$ cat src/hw/rtl/ppg_pkg.sv
// ----------------------------------------------------------------------------
// ppg_pkg
// Shared types and constants of the particle pool: command codes, register
// indexes, slot record layout and the words that pass between the modules.
// ----------------------------------------------------------------------------
package ppg_pkg;

	localparam int PARTICLE_SLOTS = 32;
	localparam int SLOT_W = (PARTICLE_SLOTS > 1) ? $clog2(PARTICLE_SLOTS) : 1;
	localparam int SLOT_OUT_W = 6;
	localparam int BURST_COUNT = 8;
	localparam int BURST_W = $clog2(BURST_COUNT);
	localparam int CFG_IDX_W = 2;
	localparam int CFG_DATA_W = 8;

	typedef enum logic [1:0] {
		CMD_SPAWN = 2'd0,
		CMD_BURST = 2'd1,
		CMD_TICK  = 2'd2
	} cmd_t;

	typedef enum logic [CFG_IDX_W-1:0] {
		REG_BURST_SPEED  = 2'd0,
		REG_BURST_LIFE   = 2'd1,
		REG_GRAVITY_STEP = 2'd2
	} reg_idx_t;

	typedef enum logic [2:0] {
		ST_IDLE,
		ST_SPAWN,
		ST_BURST,
		ST_TK_RD,
		ST_TK_WB,
		ST_TK_EMPTY
	} seq_state_t;

	typedef struct packed {
		logic [1:0]  command;
		logic [15:0] pos_x;
		logic [15:0] pos_y;
		logic [15:0] vel_x;
		logic [15:0] vel_y;
		logic [7:0]  color;
		logic [7:0]  life;
	} cmd_word_t;

	typedef struct packed {
		logic                  result_kind;
		logic                  has_particle;
		logic                  accepted;
		logic [SLOT_OUT_W-1:0] slot;
		logic [15:0]           out_x;
		logic [15:0]           out_y;
		logic [7:0]            out_color;
		logic                  still_alive;
		logic                  last;
	} res_word_t;

	typedef struct packed {
		logic [15:0] x;
		logic [15:0] y;
		logic [15:0] vx;
		logic [15:0] vy;
		logic [7:0]  color;
		logic [7:0]  life;
	} slot_rec_t;

	typedef struct packed {
		logic              en;
		logic [SLOT_W-1:0] addr;
		slot_rec_t         data;
	} ram_wr_t;

	typedef struct packed {
		logic              set_en;
		logic [SLOT_W-1:0] set_idx;
		logic              clr_en;
		logic [SLOT_W-1:0] clr_idx;
		logic [SLOT_W-1:0] query_idx;
	} pool_req_t;

	typedef struct packed {
		logic              free_found;
		logic [SLOT_W-1:0] free_idx;
		logic              q_active;
		logic              q_later;
		logic              any_active;
	} pool_sts_t;

endpackage

$ cat src/hw/rtl/ppg_ifs.sv
// ----------------------------------------------------------------------------
// ppg channel interfaces
// Command, result and register-write channels, valid/ready handshake.
// ----------------------------------------------------------------------------
interface ppg_cmd_if;
	logic               valid;
	logic               ready;
	logic [1:0]         command;
	logic signed [15:0] pos_x;
	logic signed [15:0] pos_y;
	logic signed [15:0] vel_x;
	logic signed [15:0] vel_y;
	logic [7:0]         color;
	logic [7:0]         life;

	modport source (output valid, command, pos_x, pos_y, vel_x, vel_y, color, life,
		input ready);
	modport sink (input valid, command, pos_x, pos_y, vel_x, vel_y, color, life,
		output ready);
endinterface

interface ppg_res_if;
	logic               valid;
	logic               ready;
	logic               result_kind;
	logic               has_particle;
	logic               accepted;
	logic [5:0]         slot;
	logic signed [15:0] out_x;
	logic signed [15:0] out_y;
	logic [7:0]         out_color;
	logic               still_alive;
	logic               last;

	modport source (output valid, result_kind, has_particle, accepted, slot, out_x,
		out_y, out_color, still_alive, last, input ready);
	modport sink (input valid, result_kind, has_particle, accepted, slot, out_x,
		out_y, out_color, still_alive, last, output ready);
endinterface

interface ppg_cfg_if;
	logic       valid;
	logic       ready;
	logic [1:0] index;
	logic [7:0] data;

	modport source (output valid, index, data, input ready);
	modport sink (input valid, index, data, output ready);
endinterface

$ cat src/hw/rtl/particle_pool_with_gravity_top.sv
// ----------------------------------------------------------------------------
// particle_pool_with_gravity_top
// Fixed pool of particle slots with spawn, eight-way burst and gravity tick.
// ----------------------------------------------------------------------------
// Usage:
//   cmd  - command words in: spawn one particle, spawn an eight-way burst,
//          or tick. One word is taken at a time; cmd.ready is high only
//          while the sequencer is idle. Command code 3 is taken and dropped.
//   res  - result words out, one output register deep. The final word of
//          each command carries last.
//   cfg  - register writes (burst speed, burst life, gravity step), always
//          ready; write only while no command is in progress.
// Operation:
//   spawn  one slot allocation, one result.
//   burst  eight slot allocations and eight results, one of each per cycle
//          while the output register is free.
//   tick   sweeps the slot store: a free slot is skipped, an active slot is
//          read, then updated and written back, stopping after the highest
//          active slot; an empty pool gives one result.
// Reset: all slots free, registers at 2 / 15 / 1; slot contents are not
//   cleared, no clearing pass is needed.
// Stall: while res.ready is low the sequencer holds with the word in the
//   output register; nothing is lost and work resumes when it is taken.
// ----------------------------------------------------------------------------
module particle_pool_with_gravity_top (
	input  logic      clk,
	input  logic      arst_n,
	ppg_cmd_if.sink   cmd,
	ppg_res_if.source res,
	ppg_cfg_if.sink   cfg
);

	// configuration registers
	logic [6:0] burst_speed_q;
	logic [7:0] burst_life_q;
	logic [3:0] gravity_step_q;

	ppg_pkg::cmd_word_t  cmd_word;
	ppg_pkg::res_word_t  res_word;
	ppg_pkg::pool_req_t  pool_req;
	ppg_pkg::pool_sts_t  pool_sts;
	ppg_pkg::ram_wr_t    ram_wr;
	ppg_pkg::slot_rec_t  ram_rdata;
	logic                ram_re;
	logic [ppg_pkg::SLOT_W-1:0] ram_raddr;

	assign cfg.ready = 1'b1;

	// writes beyond the register list fall through the default arm
	always_ff @(posedge clk or negedge arst_n) begin
		if (!arst_n) begin
			burst_speed_q  <= 7'd2;
			burst_life_q   <= 8'd15;
			gravity_step_q <= 4'd1;
		end else if (cfg.valid) begin
			case (ppg_pkg::reg_idx_t'(cfg.index))
				ppg_pkg::REG_BURST_SPEED:  burst_speed_q  <= cfg.data[6:0];
				ppg_pkg::REG_BURST_LIFE:   burst_life_q   <= cfg.data;
				ppg_pkg::REG_GRAVITY_STEP: gravity_step_q <= cfg.data[3:0];
				default: begin
				end
			endcase
		end
	end

	// command word
	assign cmd_word.command = cmd.command;
	assign cmd_word.pos_x   = cmd.pos_x;
	assign cmd_word.pos_y   = cmd.pos_y;
	assign cmd_word.vel_x   = cmd.vel_x;
	assign cmd_word.vel_y   = cmd.vel_y;
	assign cmd_word.color   = cmd.color;
	assign cmd_word.life    = cmd.life;

	// result word
	assign res.result_kind  = res_word.result_kind;
	assign res.has_particle = res_word.has_particle;
	assign res.accepted     = res_word.accepted;
	assign res.slot         = res_word.slot;
	assign res.out_x        = res_word.out_x;
	assign res.out_y        = res_word.out_y;
	assign res.out_color    = res_word.out_color;
	assign res.still_alive  = res_word.still_alive;
	assign res.last         = res_word.last;

	// spawn and tick never overlap, so reads and writes of one slot
	// cannot collide in the store
	ppg_seq u_seq (
		.clk          (clk),
		.arst_n       (arst_n),
		.cmd_valid    (cmd.valid),
		.cmd_ready    (cmd.ready),
		.cmd_word     (cmd_word),
		.res_valid    (res.valid),
		.res_ready    (res.ready),
		.res_word     (res_word),
		.burst_speed  (burst_speed_q),
		.burst_life   (burst_life_q),
		.gravity_step (gravity_step_q),
		.pool_req     (pool_req),
		.pool_sts     (pool_sts),
		.ram_wr       (ram_wr),
		.ram_re       (ram_re),
		.ram_raddr    (ram_raddr),
		.ram_rdata    (ram_rdata)
	);

	ppg_pool_map u_pool_map (
		.clk    (clk),
		.arst_n (arst_n),
		.req    (pool_req),
		.sts    (pool_sts)
	);

	ppg_slot_ram u_slot_ram (
		.clk   (clk),
		.wr    (ram_wr),
		.re    (ram_re),
		.raddr (ram_raddr),
		.rdata (ram_rdata)
	);

endmodule

$ cat src/hw/rtl/ppg_slot_ram.sv
// ----------------------------------------------------------------------------
// ppg_slot_ram
// Slot record store: one write port, one read port, registered read data.
// ----------------------------------------------------------------------------
module ppg_slot_ram (
	input  logic                          clk,
	input  ppg_pkg::ram_wr_t              wr,
	input  logic                          re,
	input  logic [ppg_pkg::SLOT_W-1:0]    raddr,
	output ppg_pkg::slot_rec_t            rdata
);

	ppg_pkg::slot_rec_t mem [ppg_pkg::PARTICLE_SLOTS];

	always_ff @(posedge clk) begin
		if (wr.en) begin
			mem[wr.addr] <= wr.data;
		end
	end

	always_ff @(posedge clk) begin
		if (re) begin
			rdata <= mem[raddr];
		end
	end

endmodule

$ cat src/hw/rtl/ppg_pool_map.sv
// ----------------------------------------------------------------------------
// ppg_pool_map
// Active marks of all slots: lowest free slot, per-slot query and a look
// ahead for any active slot above the queried one.
// ----------------------------------------------------------------------------
module ppg_pool_map (
	input  logic                clk,
	input  logic                arst_n,
	input  ppg_pkg::pool_req_t  req,
	output ppg_pkg::pool_sts_t  sts
);

	logic [ppg_pkg::PARTICLE_SLOTS-1:0] active_q;

	always_ff @(posedge clk or negedge arst_n) begin
		if (!arst_n) begin
			active_q <= '0;
		end else begin
			if (req.set_en) begin
				active_q[req.set_idx] <= 1'b1;
			end
			if (req.clr_en) begin
				active_q[req.clr_idx] <= 1'b0;
			end
		end
	end

	// lowest free slot: scan from the top so the lowest one wins
	always_comb begin
		sts.free_found = 1'b0;
		sts.free_idx   = '0;
		for (int j = ppg_pkg::PARTICLE_SLOTS - 1; j >= 0; j--) begin
			if (!active_q[j]) begin
				sts.free_found = 1'b1;
				sts.free_idx   = ppg_pkg::SLOT_W'(j);
			end
		end
	end

	always_comb begin
		sts.q_later = 1'b0;
		for (int j = 0; j < ppg_pkg::PARTICLE_SLOTS; j++) begin
			if (active_q[j] && (ppg_pkg::SLOT_W'(j) > req.query_idx)) begin
				sts.q_later = 1'b1;
			end
		end
	end

	assign sts.q_active   = active_q[req.query_idx];
	assign sts.any_active = |active_q;

endmodule

$ cat src/hw/rtl/ppg_seq.sv
// ----------------------------------------------------------------------------
// ppg_seq
// Command sequencer: spawn, eight-way burst and the read-modify-write sweep
// of a tick, with the result output register.
// ----------------------------------------------------------------------------
module ppg_seq (
	input  logic                          clk,
	input  logic                          arst_n,
	input  logic                          cmd_valid,
	output logic                          cmd_ready,
	input  ppg_pkg::cmd_word_t            cmd_word,
	output logic                          res_valid,
	input  logic                          res_ready,
	output ppg_pkg::res_word_t            res_word,
	input  logic [6:0]                    burst_speed,
	input  logic [7:0]                    burst_life,
	input  logic [3:0]                    gravity_step,
	output ppg_pkg::pool_req_t            pool_req,
	input  ppg_pkg::pool_sts_t            pool_sts,
	output ppg_pkg::ram_wr_t              ram_wr,
	output logic                          ram_re,
	output logic [ppg_pkg::SLOT_W-1:0]    ram_raddr,
	input  ppg_pkg::slot_rec_t            ram_rdata
);

	ppg_pkg::seq_state_t state_q, state_d;
	ppg_pkg::cmd_word_t  cmd_q;
	ppg_pkg::res_word_t  res_q, res_next;
	logic                res_valid_q;
	logic                res_load;
	logic                ob_free;
	logic [ppg_pkg::SLOT_W-1:0]  idx_q;
	logic [ppg_pkg::BURST_W-1:0] dir_q;
	logic                idx_inc, idx_clr, dir_inc, dir_clr, cmd_load;
	logic                burst_end;
	logic [15:0]         spd, spd_neg;
	logic [15:0]         bvx, bvy;
	logic [15:0]         tk_x, tk_y, tk_vy;
	logic                tk_alive;

	// zero life behaves as one
	function automatic logic [7:0] life_fix(input logic [7:0] l);
		return (l == 8'd0) ? 8'd1 : l;
	endfunction

	assign ob_free   = !res_valid_q || res_ready;
	assign burst_end = (dir_q == ppg_pkg::BURST_W'(ppg_pkg::BURST_COUNT - 1));

	// burst velocity: directions (-1,-1) (0,-1) (1,-1) (-1,0) (1,0) (-1,1) (0,1) (1,1)
	assign spd     = 16'(burst_speed);
	assign spd_neg = 16'd0 - spd;

	always_comb begin
		case (dir_q)
			3'd0, 3'd3, 3'd5: bvx = spd_neg;
			3'd2, 3'd4, 3'd7: bvx = spd;
			default:          bvx = 16'd0;
		endcase
		case (dir_q)
			3'd0, 3'd1, 3'd2: bvy = spd_neg;
			3'd5, 3'd6, 3'd7: bvy = spd;
			default:          bvy = 16'd0;
		endcase
	end

	// tick update of the record just read
	assign tk_x     = ram_rdata.x + ram_rdata.vx;
	assign tk_y     = ram_rdata.y + ram_rdata.vy;
	assign tk_vy    = ram_rdata.vy + 16'(gravity_step);
	assign tk_alive = (ram_rdata.life > 8'd1);

	// next state
	always_comb begin
		state_d = state_q;
		case (state_q)
			ppg_pkg::ST_IDLE: begin
				if (cmd_valid) begin
					case (ppg_pkg::cmd_t'(cmd_word.command))
						ppg_pkg::CMD_SPAWN: state_d = ppg_pkg::ST_SPAWN;
						ppg_pkg::CMD_BURST: state_d = ppg_pkg::ST_BURST;
						ppg_pkg::CMD_TICK: state_d = pool_sts.any_active ?
							ppg_pkg::ST_TK_RD : ppg_pkg::ST_TK_EMPTY;
						default: state_d = ppg_pkg::ST_IDLE;
					endcase
				end
			end
			ppg_pkg::ST_SPAWN: begin
				if (ob_free) state_d = ppg_pkg::ST_IDLE;
			end
			ppg_pkg::ST_BURST: begin
				if (ob_free && burst_end) state_d = ppg_pkg::ST_IDLE;
			end
			ppg_pkg::ST_TK_RD: begin
				if (pool_sts.q_active) state_d = ppg_pkg::ST_TK_WB;
			end
			ppg_pkg::ST_TK_WB: begin
				if (ob_free) begin
					state_d = pool_sts.q_later ? ppg_pkg::ST_TK_RD : ppg_pkg::ST_IDLE;
				end
			end
			ppg_pkg::ST_TK_EMPTY: begin
				if (ob_free) state_d = ppg_pkg::ST_IDLE;
			end
			default: state_d = ppg_pkg::ST_IDLE;
		endcase
	end

	// outputs
	always_comb begin
		cmd_ready          = 1'b0;
		cmd_load           = 1'b0;
		res_load           = 1'b0;
		res_next           = '0;
		pool_req           = '0;
		pool_req.query_idx = idx_q;
		ram_wr             = '0;
		ram_re             = 1'b0;
		ram_raddr          = idx_q;
		idx_inc            = 1'b0;
		idx_clr            = 1'b0;
		dir_inc            = 1'b0;
		dir_clr            = 1'b0;
		case (state_q)
			ppg_pkg::ST_IDLE: begin
				cmd_ready = 1'b1;
				cmd_load  = cmd_valid;
				idx_clr   = 1'b1;
				dir_clr   = 1'b1;
			end
			ppg_pkg::ST_SPAWN, ppg_pkg::ST_BURST: begin
				if (ob_free) begin
					res_load              = 1'b1;
					res_next.has_particle = pool_sts.free_found;
					res_next.accepted     = pool_sts.free_found;
					res_next.still_alive  = pool_sts.free_found;
					res_next.slot         = pool_sts.free_found ?
						ppg_pkg::SLOT_OUT_W'(pool_sts.free_idx) : '0;
					res_next.out_x        = cmd_q.pos_x;
					res_next.out_y        = cmd_q.pos_y;
					res_next.out_color    = cmd_q.color;
					res_next.last         = (state_q == ppg_pkg::ST_SPAWN) || burst_end;
					ram_wr.en             = pool_sts.free_found;
					ram_wr.addr           = pool_sts.free_idx;
					ram_wr.data.x         = cmd_q.pos_x;
					ram_wr.data.y         = cmd_q.pos_y;
					ram_wr.data.color     = cmd_q.color;
					if (state_q == ppg_pkg::ST_SPAWN) begin
						ram_wr.data.vx   = cmd_q.vel_x;
						ram_wr.data.vy   = cmd_q.vel_y;
						ram_wr.data.life = life_fix(cmd_q.life);
					end else begin
						ram_wr.data.vx   = bvx;
						ram_wr.data.vy   = bvy;
						ram_wr.data.life = life_fix(burst_life);
					end
					pool_req.set_en  = pool_sts.free_found;
					pool_req.set_idx = pool_sts.free_idx;
					dir_inc          = 1'b1;
				end
			end
			ppg_pkg::ST_TK_RD: begin
				if (pool_sts.q_active) begin
					ram_re = 1'b1;
				end else begin
					idx_inc = 1'b1;
				end
			end
			ppg_pkg::ST_TK_WB: begin
				if (ob_free) begin
					ram_wr.en             = 1'b1;
					ram_wr.addr           = idx_q;
					ram_wr.data.x         = tk_x;
					ram_wr.data.y         = tk_y;
					ram_wr.data.vx        = ram_rdata.vx;
					ram_wr.data.vy        = tk_vy;
					ram_wr.data.color     = ram_rdata.color;
					ram_wr.data.life      = tk_alive ? (ram_rdata.life - 8'd1) : 8'd0;
					pool_req.clr_en       = !tk_alive;
					pool_req.clr_idx      = idx_q;
					res_load              = 1'b1;
					res_next.result_kind  = 1'b1;
					res_next.has_particle = 1'b1;
					res_next.slot         = ppg_pkg::SLOT_OUT_W'(idx_q);
					res_next.out_x        = tk_x;
					res_next.out_y        = tk_y;
					res_next.out_color    = ram_rdata.color;
					res_next.still_alive  = tk_alive;
					res_next.last         = !pool_sts.q_later;
					idx_inc               = 1'b1;
				end
			end
			ppg_pkg::ST_TK_EMPTY: begin
				if (ob_free) begin
					res_load             = 1'b1;
					res_next.result_kind = 1'b1;
					res_next.last        = 1'b1;
				end
			end
			default: begin
			end
		endcase
	end

	always_ff @(posedge clk or negedge arst_n) begin
		if (!arst_n) begin
			state_q     <= ppg_pkg::ST_IDLE;
			res_valid_q <= 1'b0;
			idx_q       <= '0;
			dir_q       <= '0;
		end else begin
			state_q <= state_d;
			if (res_load) begin
				res_valid_q <= 1'b1;
			end else if (res_ready) begin
				res_valid_q <= 1'b0;
			end
			if (idx_clr) begin
				idx_q <= '0;
			end else if (idx_inc) begin
				idx_q <= idx_q + 1'b1;
			end
			if (dir_clr) begin
				dir_q <= '0;
			end else if (dir_inc) begin
				dir_q <= dir_q + 1'b1;
			end
		end
	end

	always_ff @(posedge clk) begin
		if (cmd_load) begin
			cmd_q <= cmd_word;
		end
		if (res_load) begin
			res_q <= res_next;
		end
	end

	assign res_valid = res_valid_q;
	assign res_word  = res_q;

endmodule

$ cat src/flat_wrapper.sv
// flat-port wrapper written by rule: the top's interface ports become plain ports
module particle_pool_with_gravity_top_flat 
  (clk, arst_n, cmd_valid, cmd_command, cmd_pos_x, cmd_pos_y, cmd_vel_x, cmd_vel_y, cmd_color, cmd_life, cmd_ready, res_valid, res_result_kind, res_has_particle, res_accepted, res_slot, res_out_x, res_out_y, res_out_color, res_still_alive, res_last, res_ready, cfg_valid, cfg_index, cfg_data, cfg_ready);
  ppg_cmd_if cmd_i ();
  ppg_res_if res_i ();
  ppg_cfg_if cfg_i ();
  input  logic clk;
  input  logic arst_n;
  input wire logic [$bits(cmd_i.valid)-1:0] cmd_valid;
  input wire logic [$bits(cmd_i.command)-1:0] cmd_command;
  input wire logic [$bits(cmd_i.pos_x)-1:0] cmd_pos_x;
  input wire logic [$bits(cmd_i.pos_y)-1:0] cmd_pos_y;
  input wire logic [$bits(cmd_i.vel_x)-1:0] cmd_vel_x;
  input wire logic [$bits(cmd_i.vel_y)-1:0] cmd_vel_y;
  input wire logic [$bits(cmd_i.color)-1:0] cmd_color;
  input wire logic [$bits(cmd_i.life)-1:0] cmd_life;
  output wire logic [$bits(cmd_i.ready)-1:0] cmd_ready;
  output wire logic [$bits(res_i.valid)-1:0] res_valid;
  output wire logic [$bits(res_i.result_kind)-1:0] res_result_kind;
  output wire logic [$bits(res_i.has_particle)-1:0] res_has_particle;
  output wire logic [$bits(res_i.accepted)-1:0] res_accepted;
  output wire logic [$bits(res_i.slot)-1:0] res_slot;
  output wire logic [$bits(res_i.out_x)-1:0] res_out_x;
  output wire logic [$bits(res_i.out_y)-1:0] res_out_y;
  output wire logic [$bits(res_i.out_color)-1:0] res_out_color;
  output wire logic [$bits(res_i.still_alive)-1:0] res_still_alive;
  output wire logic [$bits(res_i.last)-1:0] res_last;
  input wire logic [$bits(res_i.ready)-1:0] res_ready;
  input wire logic [$bits(cfg_i.valid)-1:0] cfg_valid;
  input wire logic [$bits(cfg_i.index)-1:0] cfg_index;
  input wire logic [$bits(cfg_i.data)-1:0] cfg_data;
  output wire logic [$bits(cfg_i.ready)-1:0] cfg_ready;
  assign cmd_i.valid = cmd_valid;
  assign cmd_i.command = cmd_command;
  assign cmd_i.pos_x = cmd_pos_x;
  assign cmd_i.pos_y = cmd_pos_y;
  assign cmd_i.vel_x = cmd_vel_x;
  assign cmd_i.vel_y = cmd_vel_y;
  assign cmd_i.color = cmd_color;
  assign cmd_i.life = cmd_life;
  assign cmd_ready = cmd_i.ready;
  assign res_valid = res_i.valid;
  assign res_result_kind = res_i.result_kind;
  assign res_has_particle = res_i.has_particle;
  assign res_accepted = res_i.accepted;
  assign res_slot = res_i.slot;
  assign res_out_x = res_i.out_x;
  assign res_out_y = res_i.out_y;
  assign res_out_color = res_i.out_color;
  assign res_still_alive = res_i.still_alive;
  assign res_last = res_i.last;
  assign res_i.ready = res_ready;
  assign cfg_i.valid = cfg_valid;
  assign cfg_i.index = cfg_index;
  assign cfg_i.data = cfg_data;
  assign cfg_ready = cfg_i.ready;
  particle_pool_with_gravity_top u_core (.clk(clk), .arst_n(arst_n), .cmd(cmd_i), .res(res_i), .cfg(cfg_i));
endmodule
$ cat config.mk
export PLATFORM = sky130hd
export DESIGN_NAME = particle_pool_with_gravity_top_flat
export DESIGN_NICKNAME = d
export VERILOG_FILES = /design/src/hw/rtl/ppg_pkg.sv /design/src/hw/rtl/ppg_ifs.sv /design/src/hw/rtl/particle_pool_with_gravity_top.sv /design/src/hw/rtl/ppg_slot_ram.sv /design/src/hw/rtl/ppg_pool_map.sv /design/src/hw/rtl/ppg_seq.sv /design/src/flat_wrapper.sv
export SDC_FILE = /design/constraint.sdc
export NUM_CORES = 2
export LEC_CHECK = 0
export BUFFER_PORTS_ARGS = -buffer_cell sky130_fd_sc_hd__buf_2
export CAP_MARGIN = 20
export CORE_MARGIN = 2
export CORE_UTILIZATION = 35
export CTS_CLUSTER_DIAMETER = 30
export DETAILED_ROUTE_END_ITERATION = 6
export PLACE_DENSITY = 0.55
export SYNTH_ARGS = -nofsm -noshare
export SYNTH_HDL_FRONTEND = slang
export SYNTH_SLANG_ARGS = --single-unit
$ cat constraint.sdc
create_clock -name clk -period 32.8 [get_ports clk]
set_clock_uncertainty 0.05 [all_clocks]
set_input_delay 1.64 -clock clk [delete_from_list [all_inputs] [get_ports clk]]
set_output_delay 1.64 -clock clk [all_outputs]
set_load 0.02 [all_outputs]
# Word level (Yosys, flattened, before mapping)
# Memories as Yosys holds them, arrays and structs flattened. A register that Yosys moved wholly into a read port is not among the register bits.
# Cells that the tools add are included.
totals:
  ff_bits: 194
  ram_bits: 2560
  input_bits: 97
  wordCells: 275
  mem_count: 1
classes:
  n_addsub: 7
  order_cmp: 38
  n_eq_ne: 21
  mux: 120
  bitwise_logic: 3
  reduce_logical: 62
memory_table:
  columns: ["name", "words", "word_bits", "rd", "rd_clocked_by_memory_dff", "wr", "line", "text"]
  rows:
  - ["u_core.u_slot_ram.mem", 32, 80, 1, 1, 1, "ppg_slot_ram.sv:13", "ppg_pkg::slot_rec_t mem [ppg_pkg::PARTICLE_SLOTS];"]
op_table:
  columns: ["cell", "n"]
  rows:
  - ["2-to-1 mux 6 bit", 36]
  - ["2-to-1 mux 86 bit", 2]
  - ["one-hot mux 86 bit (2 select lines)", 1]
  - ["2-to-1 mux 32 bit", 3]
  - ["one-hot mux 47 bit (2 select lines)", 1]
  - ["greater-than comparator 5 bit, first input constant", 16]
  - ["one-hot mux 16 bit (2 select lines)", 2]
  - ["2-to-1 mux 50 bit", 1]
  - ["2-to-1 mux 1 bit", 47]
  - ["2-to-1 mux 47 bit", 1]
  - ["greater-than comparator 4 x 5 -> 1 bit, first input constant", 8]
  - ["logical AND 1 bit", 35]
  - ["adder 16 bit", 2]
  - ["AND 32 bit", 1]
  - ["2-to-1 mux 8 bit", 4]
  - ["inverter 32 bit", 1]
  - ["bitwise OR 32 bit", 1]
  - ["OR reduction 32 bit", 1]
  - ["2-to-1 mux 3 bit", 8]
  - ["greater-than comparator 3 x 5 -> 1 bit, first input constant", 4]
  - ["equality test 3 bit, second input constant", 6]
  - ["less-than comparator 5 x 6 -> 1 bit, second input constant", 3]
  - ["adder 16 x 4 -> 16 bit", 1]
  - ["zero test 8 bit", 2]
  - ["32 further kinds", 64]

# Depth between registers and ports, before layout
depth:
  word_depth: 42
  depth_mapped: 15
  depth_no_buf: 10

# Hierarchy
# From an unflattened synthesis, not the netlist that was laid out.
unflattened:
  hier_cells: 5821
  area_unflattened_um2: 111199.1
by_module_without_submodules:
  columns: ["mod", "instances", "cells_per_inst", "area_each_um2", "seq_area_each_um2"]
  rows:
  - ["ppg_slot_ram", 1, 4683, 99704.4, 79276.0]
  - ["ppg_seq", 1, 806, 8419.3, 4204.0]
  - ["ppg_pool_map", 1, 289, 2329.7, 800.8]
  - ["particle_pool_with_gravity_top", 1, 43, 745.7, 483.0]

# Worst setup path before layout
# No wires, ideal clock.
synth_path:
  path_kind: "input-to-reg"
  startpoint: "in res_ready"
  endpoint: "mem u_core.u_slot_ram.mem[0][0] (netlist bit) (enable)"
  setup_ns: 0.715
  arrival_time_ns: 10.423
  required_ns: 32.035
  setup_slack_ns: 21.612
  cell_stages: 8
  n_path_buf: 1
  cell_sequence: "nor2b_1 nor3_1 buf_2 nand2_2 inv_1 a32oi_4 inv_2 nor4_1"
synth_between:
  elab_chain_cells: 5
  elab_cells_between_ends: 6
  cone_classes: "mux (5); reduce/logical (1)"
synth_rtl:
  columns: ["element", "line", "text"]
  rows:
  - ["start, declared", "flat_wrapper.sv:28", "input wire logic [$bits(res_i.ready)-1:0] res_ready;"]
  - ["logical OR 1 bit *", "ppg_seq.sv:46", "assign ob_free = !res_valid_q || res_ready;"]
  - ["2-to-1 mux 86 bit (on tied branches)", "ppg_seq.sv:169, ppg_seq.sv:131", null]
  - ["one-hot mux 86 bit (2 select lines) *", "ppg_seq.sv:123", "case (state_q)"]
  - ["2-to-1 mux 1 bit", "ppg_slot_ram.sv:16", "if (wr.en) begin"]
  - ["2-to-1 mux 1 bit (implied by the code)", "ppg_slot_ram.sv:17", "mem[wr.addr] <= wr.data;"]
  - ["end, declared", "ppg_slot_ram.sv:13", null]
# Mark *: on every way between the ends. The rest lies on a longest branch, timed or not.

# Worst setup path in the final report
layout_path:
  startpoint: "reg u_core.u_seq.idx_q (netlist bit u_core.u_seq.ram_raddr[0])"
  endpoint: "reg u_core.u_slot_ram.rdata[67] (netlist name)"
layout_between:
  elab_chain_cells: 4
layout_rtl:
  columns: ["element", "line", "text"]
  rows:
  - ["start, declared", "ppg_seq.sv:32", "logic [ppg_pkg::SLOT_W-1:0] idx_q;"]
  - ["start signal, assigned", "ppg_seq.sv:220", "idx_q <= idx_q + 1'b1;"]
  - ["binary-select mux 1 bit (select 5 bit)", "ppg_pool_map.sv:49", "assign sts.q_active = active_q[req.query_idx];"]
  - ["2-to-1 mux 1 bit (implied by the code)", "ppg_pool_map.sv:49", null]
  - ["2-to-1 mux 1 bit", "ppg_seq.sv:162", "if (pool_sts.q_active) begin"]
  - ["2-to-1 mux 1 bit", "ppg_seq.sv:123", null]
# Parallel ways exist; a longest one is shown, timed or not. The select of a mux whose other input is x is not followed.
# A chain may end at the register's enable or synchronous reset.

==> flow_summary.html <==
<table>
<tr><th>Metric</th><th>Value</th></tr>
<tr><th colspan="2">Run status</th></tr>
<tr><td>Result of the run</td><td>completed</td></tr>
<tr><th colspan="2">Placed design</th></tr>
<tr><td>Placed Area</td><td>118,000 um2</td></tr>
<tr><td>Worst slack at placement</td><td>26.38 ns</td></tr>
<tr><td>Global placement routability congestion</td><td>0.7867</td></tr>
<tr><td>Count of input and output buffers</td><td>148</td></tr>
<tr><td>Placed Cells</td><td>9,442</td></tr>
<tr><td>HPWL after detailed placement</td><td>184.0 mm</td></tr>
<tr><th colspan="2">Global routing</th></tr>
<tr><td>Wire length of the first global-routing pass</td><td>456.3 mm</td></tr>
<tr><td>Overall Global Routing Usage</td><td>19.85%</td></tr>
<tr><td>Global-route congestion overflow total</td><td>0</td></tr>
<tr><td>Initial antenna violation count</td><td>17</td></tr>
<tr><td>Largest net degree at the start of global routing</td><td>105</td></tr>
<tr><td>Vias in the first global route</td><td>59,190</td></tr>
<tr><th colspan="2">Pwr</th></tr>
<tr><td>Static leakage</td><td>46.25 nW</td></tr>
<tr><td>Worst vdd ir</td><td>60.36 uV</td></tr>
<tr><td>Power per unit of standard cell area</td><td>92.18 nW/um2</td></tr>
<tr><th colspan="2">Min path</th></tr>
<tr><td>Type of the worst min-delay path</td><td>reg -&gt; reg</td></tr>
<tr><td>Cell count of the worst hold path</td><td>1</td></tr>
<tr><th colspan="2">Synth</th></tr>
<tr><td>Leading post-synthesis cells by cell area</td><td>sky130_fd_sc_hd__edfxtp_1 75%, sky130_fd_sc_hd__mux4_2 13%, sky130_fd_sc_hd__mux2i_1 3.0%</td></tr>
<tr><td>Biggest area consumer among synthesized cells</td><td>sky130_fd_sc_hd__edfxtp_1</td></tr>
<tr><td>Synth Register Bits</td><td>2,833</td></tr>
<tr><td>Top-count cell post-synth</td><td>sky130_fd_sc_hd__edfxtp_1</td></tr>
<tr><td>Syn Area/Cell</td><td>21.33 um2</td></tr>
<tr><td>Register area share after synthesis</td><td>76.47%</td></tr>
<tr><td>Netlist area before placement</td><td>110,800 um2</td></tr>
<tr><td>Ys Warns</td><td>0</td></tr>
<tr><td>Number of flops mapped to enable cells by yosys</td><td>2,770</td></tr>
<tr><td>Post-synth top area share</td><td>75.04%</td></tr>
<tr><td>Post-synthesis cell count</td><td>5,196</td></tr>
<tr><td>Number of library cell types mapped by synthesis</td><td>84</td></tr>
<tr><td>Share of flip-flops with an asynchronous set or reset</td><td>2.224%</td></tr>
<tr><td>Flip-flop cell with the highest count after synthesis</td><td>sky130_fd_sc_hd__edfxtp_1</td></tr>
<tr><td>Leading post-synthesis cells by instance count</td><td>2,770 x sky130_fd_sc_hd__edfxtp_1, 648 x sky130_fd_sc_hd__mux4_2, 332 x sky130_fd_sc_hd__mux2i_1, 184 x sky130_fd_sc_hd__o22ai_1, 103 x sky130_fd_sc_hd__nand2_1</td></tr>
<tr><td>Synthesized netlist net count</td><td>5,343</td></tr>
<tr><th colspan="2">Clock tree</th></tr>
<tr><td>Maximum number of buffers from clock root to sink</td><td>4</td></tr>
<tr><td>Clock tree from TritonCTS</td><td>built</td></tr>
<tr><td>Clk Latency, worst-skew pair</td><td>1.00 ns</td></tr>
<tr><td>Resized cells post-CTS</td><td>0</td></tr>
<tr><td>Root buf cell</td><td>sky130_fd_sc_hd__clkbuf_16</td></tr>
<tr><td>Hold-fix buffer count after cts</td><td>0</td></tr>
<tr><td>Clock-pin slew reported for the worst setup and hold paths after clock tree synthesis</td><td>0.05 ns</td></tr>
<tr><td>Total CTS buffers</td><td>556</td></tr>
<tr><td>Number of clock sinks seen by CTS</td><td>2,833</td></tr>
<tr><td>Buffers inserted by post-CTS timing repair</td><td>0</td></tr>
<tr><td>H-tree level count</td><td>6</td></tr>
<tr><th colspan="2">Timing</th></tr>
<tr><td>Achievable frequency</td><td>164.7 MHz</td></tr>
<tr><td>Slew Limit Fails</td><td>0</td></tr>
<tr><td>Final critical-path setup slack</td><td>26.73 ns</td></tr>
<tr><td>Total negative slack</td><td>0 ns</td></tr>
<tr><td>Unrepaired setup endpoints after global routing</td><td>no</td></tr>
<tr><td>Hold violation count in the final report</td><td>0</td></tr>
<tr><td>Crit path time final</td><td>6.072 ns</td></tr>
<tr><td>Setup violation total in the final timing report</td><td>0</td></tr>
<tr><td>Slew at the pin closest to its max-slew limit</td><td>1.149 ns</td></tr>
<tr><td>Worst-case headroom to the max-slew limit</td><td>23.37%</td></tr>
<tr><td>Fin crit share</td><td>18.51%</td></tr>
<tr><th colspan="2">Worst setup path</th></tr>
<tr><td>R2R Path End</td><td>u_core.u_slot_ram.rdata[67]$_DFFE_PP_</td></tr>
<tr><td>Ordered cell list for the critical path</td><td>buf_4 -&gt; buf_4 -&gt; buf_4 -&gt; buf_4 -&gt; mux4_2 -&gt; mux2i_1 -&gt; o22ai_1 -&gt; or2_2</td></tr>
<tr><td>Endpoint type of the worst setup path</td><td>flip-flop</td></tr>
<tr><td>Maximum single-stage delay on the critical path</td><td>0.93 ns</td></tr>
<tr><td>Worst setup path endpoint</td><td>u_core.u_slot_ram.rdata[67]$_DFFE_PP_</td></tr>
<tr><td>Arrival time worst endpoint</td><td>6.74 ns</td></tr>
<tr><td>Register-to-register setup slack</td><td>26.73 ns</td></tr>
<tr><td>CP Launch Type</td><td>flip-flop</td></tr>
<tr><td>Max stage delay cell, worst path</td><td>sky130_fd_sc_hd__dfrtp_4</td></tr>
<tr><td>Required time at the endpoint of the critical path</td><td>33.46 ns</td></tr>
<tr><td>R2R cell count</td><td>8</td></tr>
<tr><td>Origin of the worst setup path</td><td>u_core.u_seq.ram_raddr[0]$_DFFE_PN0P_</td></tr>
<tr><td>Worst path most repeated cell</td><td>sky130_fd_sc_hd__buf_4</td></tr>
<tr><td>Critical-path maximum fanout</td><td>48</td></tr>
<tr><td>Start of the worst register-to-register path</td><td>u_core.u_seq.ram_raddr[0]$_DFFE_PN0P_</td></tr>
<tr><td>Crit Path Category</td><td>reg -&gt; reg</td></tr>
<tr><th colspan="2">Layout</th></tr>
<tr><td>Syn-to-layout area delta</td><td>24.13%</td></tr>
<tr><td>Share of final-layout standard cells stronger than drive strength 1</td><td>33.90%</td></tr>
<tr><td>Final design area excluding fillers</td><td>137,600 um2</td></tr>
<tr><td>NumNets Final</td><td>5,997</td></tr>
<tr><td>Fillcell total</td><td>26,770</td></tr>
<tr><td>Number of cells in the finished layout apart from fillers</td><td>10,480</td></tr>
<tr><td>Final Util</td><td>43.68%</td></tr>
<tr><th colspan="2">Floorplan</th></tr>
<tr><td>Core Footprint</td><td>315,000 um2</td></tr>
<tr><td>IO Pins</td><td>151</td></tr>
<tr><td>Num rows</td><td>206</td></tr>
<tr><td>Initial standard-cell utilization of the core</td><td>35.19%</td></tr>
<tr><td>Die Height</td><td>566.8 um</td></tr>
<tr><td>Die Outline Area</td><td>321,200 um2</td></tr>
<tr><td>DIE WIDTH</td><td>566.8 um</td></tr>
<tr><th colspan="2">Route</th></tr>
<tr><td>Pre-antenna DRT Iters</td><td>5</td></tr>
<tr><td>Total number of vias</td><td>57,500</td></tr>
<tr><td>Detailed router's first-iteration violation count</td><td>5,877</td></tr>
<tr><td>Number of routed nets with antenna violations</td><td>0</td></tr>
<tr><td>DR vias/cell</td><td>5.488</td></tr>
<tr><td>Total wire length</td><td>325.0 mm</td></tr>
<tr><td>Drt drc</td><td>0</td></tr>
<tr><td>Per-cell routed wire length</td><td>31.02 um</td></tr>
<tr><th colspan="2">Flow run</th></tr>
<tr><td>Number of maximum-capacitance constraint violations</td><td>0</td></tr>
</table>
registers in the layout, summed over array words and instances, names as in the netlist:
register                    cells
u_core.u_slot_ram.mem        2560
u_core.u_seq.cmd_q             80
u_core.u_slot_ram.rdata        80
u_core.u_seq.res_word          50
u_core.u_pool_map.active_q     32
u_core.burst_life_q             8
u_core.burst_speed_q            7
u_core.u_seq.ram_raddr          5
u_core.gravity_step_q           4
u_core.u_seq.dir_q              3
u_core.u_seq.state_q            3
u_core.u_seq.res_valid          1
metal layers:
metal  GRT usage, %  share of wire (%)  vias to the layer above
li1               -                  -                    23410
met1          26.48                 41                    31460
met2          33.41                 50                     2165
met3          3.045                5.8                      468
met4          6.170                2.9                        4
met5              0             0.0083                        -
cell usage in the layout, fill, tap and decap left out, types with 10 or more instances in the layout:
cell type	instances
sky130_fd_sc_hd__xnor2_1	25
sky130_fd_sc_hd__a21oi_1	78
sky130_fd_sc_hd__nand4_1	13
sky130_fd_sc_hd__a22o_1	10
sky130_fd_sc_hd__clkinv_2	79
sky130_fd_sc_hd__nor2_1	90
sky130_fd_sc_hd__xor2_1	21
sky130_fd_sc_hd__clkbuf_1	57
sky130_fd_sc_hd__dfrtp_1	54
sky130_fd_sc_hd__nor3_2	29
sky130_fd_sc_hd__o22ai_1	168
sky130_fd_sc_hd__nor2b_1	11
sky130_fd_sc_hd__inv_1	36
sky130_fd_sc_hd__clkbuf_16	558
sky130_fd_sc_hd__nor4_1	18
sky130_fd_sc_hd__mux2i_1	332
sky130_fd_sc_hd__mux2_2	17
sky130_fd_sc_hd__bufinv_16	77
sky130_fd_sc_hd__nor3_1	25
sky130_fd_sc_hd__buf_4	204
sky130_fd_sc_hd__o21ai_1	16
sky130_fd_sc_hd__a211oi_1	12
sky130_fd_sc_hd__buf_2	148
sky130_fd_sc_hd__nand3_1	20
sky130_fd_sc_hd__ha_1	47
sky130_fd_sc_hd__inv_6	49
sky130_fd_sc_hd__clkinv_1	74
sky130_fd_sc_hd__mux4_2	648
sky130_fd_sc_hd__or2_2	86
sky130_fd_sc_hd__o21ai_0	46
sky130_fd_sc_hd__nand2b_1	11
sky130_fd_sc_hd__edfxtp_1	2770
sky130_fd_sc_hd__nand2_1	101
sky130_fd_sc_hd__clkinv_16	31
sky130_fd_sc_hd__o22ai_2	11
sky130_fd_sc_hd__o21ai_2	20
sky130_fd_sc_hd__clkinvlp_4	51
sky130_fd_sc_hd__clkinv_4	27
power breakdown:
group	leakage (nW)	switching, mW	internal (mW)
sequential	26.3	0.117	4.83
clock	9.30	1.99	3.78
combinational	10.6	1.42	0.540
total	46.3	3.53	9.15
worst min-delay path by stage:
stage / endpoint / slack (ns) / start
floorplan: u_core.gravity_step_q[2]$_DFFE_PN0P_ / 0.43 / u_core.gravity_step_q[2]$_DFFE_PN0P_
global placement: u_core.burst_life_q[4]$_DFFE_PN0P_ / 0.47 / u_core.burst_life_q[4]$_DFFE_PN0P_
detailed placement: u_core.burst_life_q[4]$_DFFE_PN0P_ / 0.48 / u_core.burst_life_q[4]$_DFFE_PN0P_
CTS: u_core.burst_life_q[4]$_DFFE_PN0P_ / 0.49 / u_core.burst_life_q[4]$_DFFE_PN0P_
global route: u_core.burst_life_q[7]$_DFFE_PN0P_ / 0.50 / u_core.burst_life_q[7]$_DFFE_PN0P_
finish: u_core.burst_life_q[4]$_DFFE_PN0P_ / 0.49 / u_core.burst_life_q[4]$_DFFE_PN0P_
cell type report:
class / instances / area, um2 / share of cell area, %
clock buffer: 616 / 14190 / 10.31
clock inverter: 405 / 5269 / 3.829
antenna: 4 / 10.01 / 0.007275
inverter: 39 / 153.9 / 0.1119
timing repair buffer: 370 / 2640 / 1.919
tap: 4160 / 5205 / 3.783
sequential: 2833 / 84780 / 61.61
multi-input combinational: 2050 / 25350 / 18.42
kinds of logic (layout without fill, tap and decap cells):
| kind of cell | after synthesis | count (layout) | share of synthesized area (%) |
|---|---|---|---|
| AOI/OAI and AO/OA | 483 | 483 | 2.819 |
| xor gates and xnor gates | 46 | 46 | 0.3635 |
| adders and majority gates | 51 | 51 | 0.5937 |
| buffers and inverters | 313 | 1430 | 1.200 |
| DFF | 2833 | 2833 | 76.47 |
| muxes | 997 | 997 | 16.34 |
| other | 2 | 6 | 0.006775 |
| and+or+nand+nor | 471 | 471 | 2.211 |
worst max-delay path, delay by kind of cell (launching register included):
kind / cells / cell delay (ns)
AO/OA/AOI/OAI: 1 / 0.14
buffers and inverters: 4 / 3.25
flip-flops: 1 / 0.93
multiplexers: 2 / 0.92
AND/OR/NAND/NOR: 1 / 0.34
stage by stage:
step | power [mW] | hold WS [ns]
2_1_floorplan | 6.038 | 0.4336
3_3_place_gp | 6.926 | 0.4703
3_5_place_dp | 6.996 | 0.4766
4_1_cts | 12.78 | 0.4860
5_1_grt | 13.09 | 0.5012
6_report | 12.68 | 0.4854
Note: power is estimated with default switching activity, not from simulation.
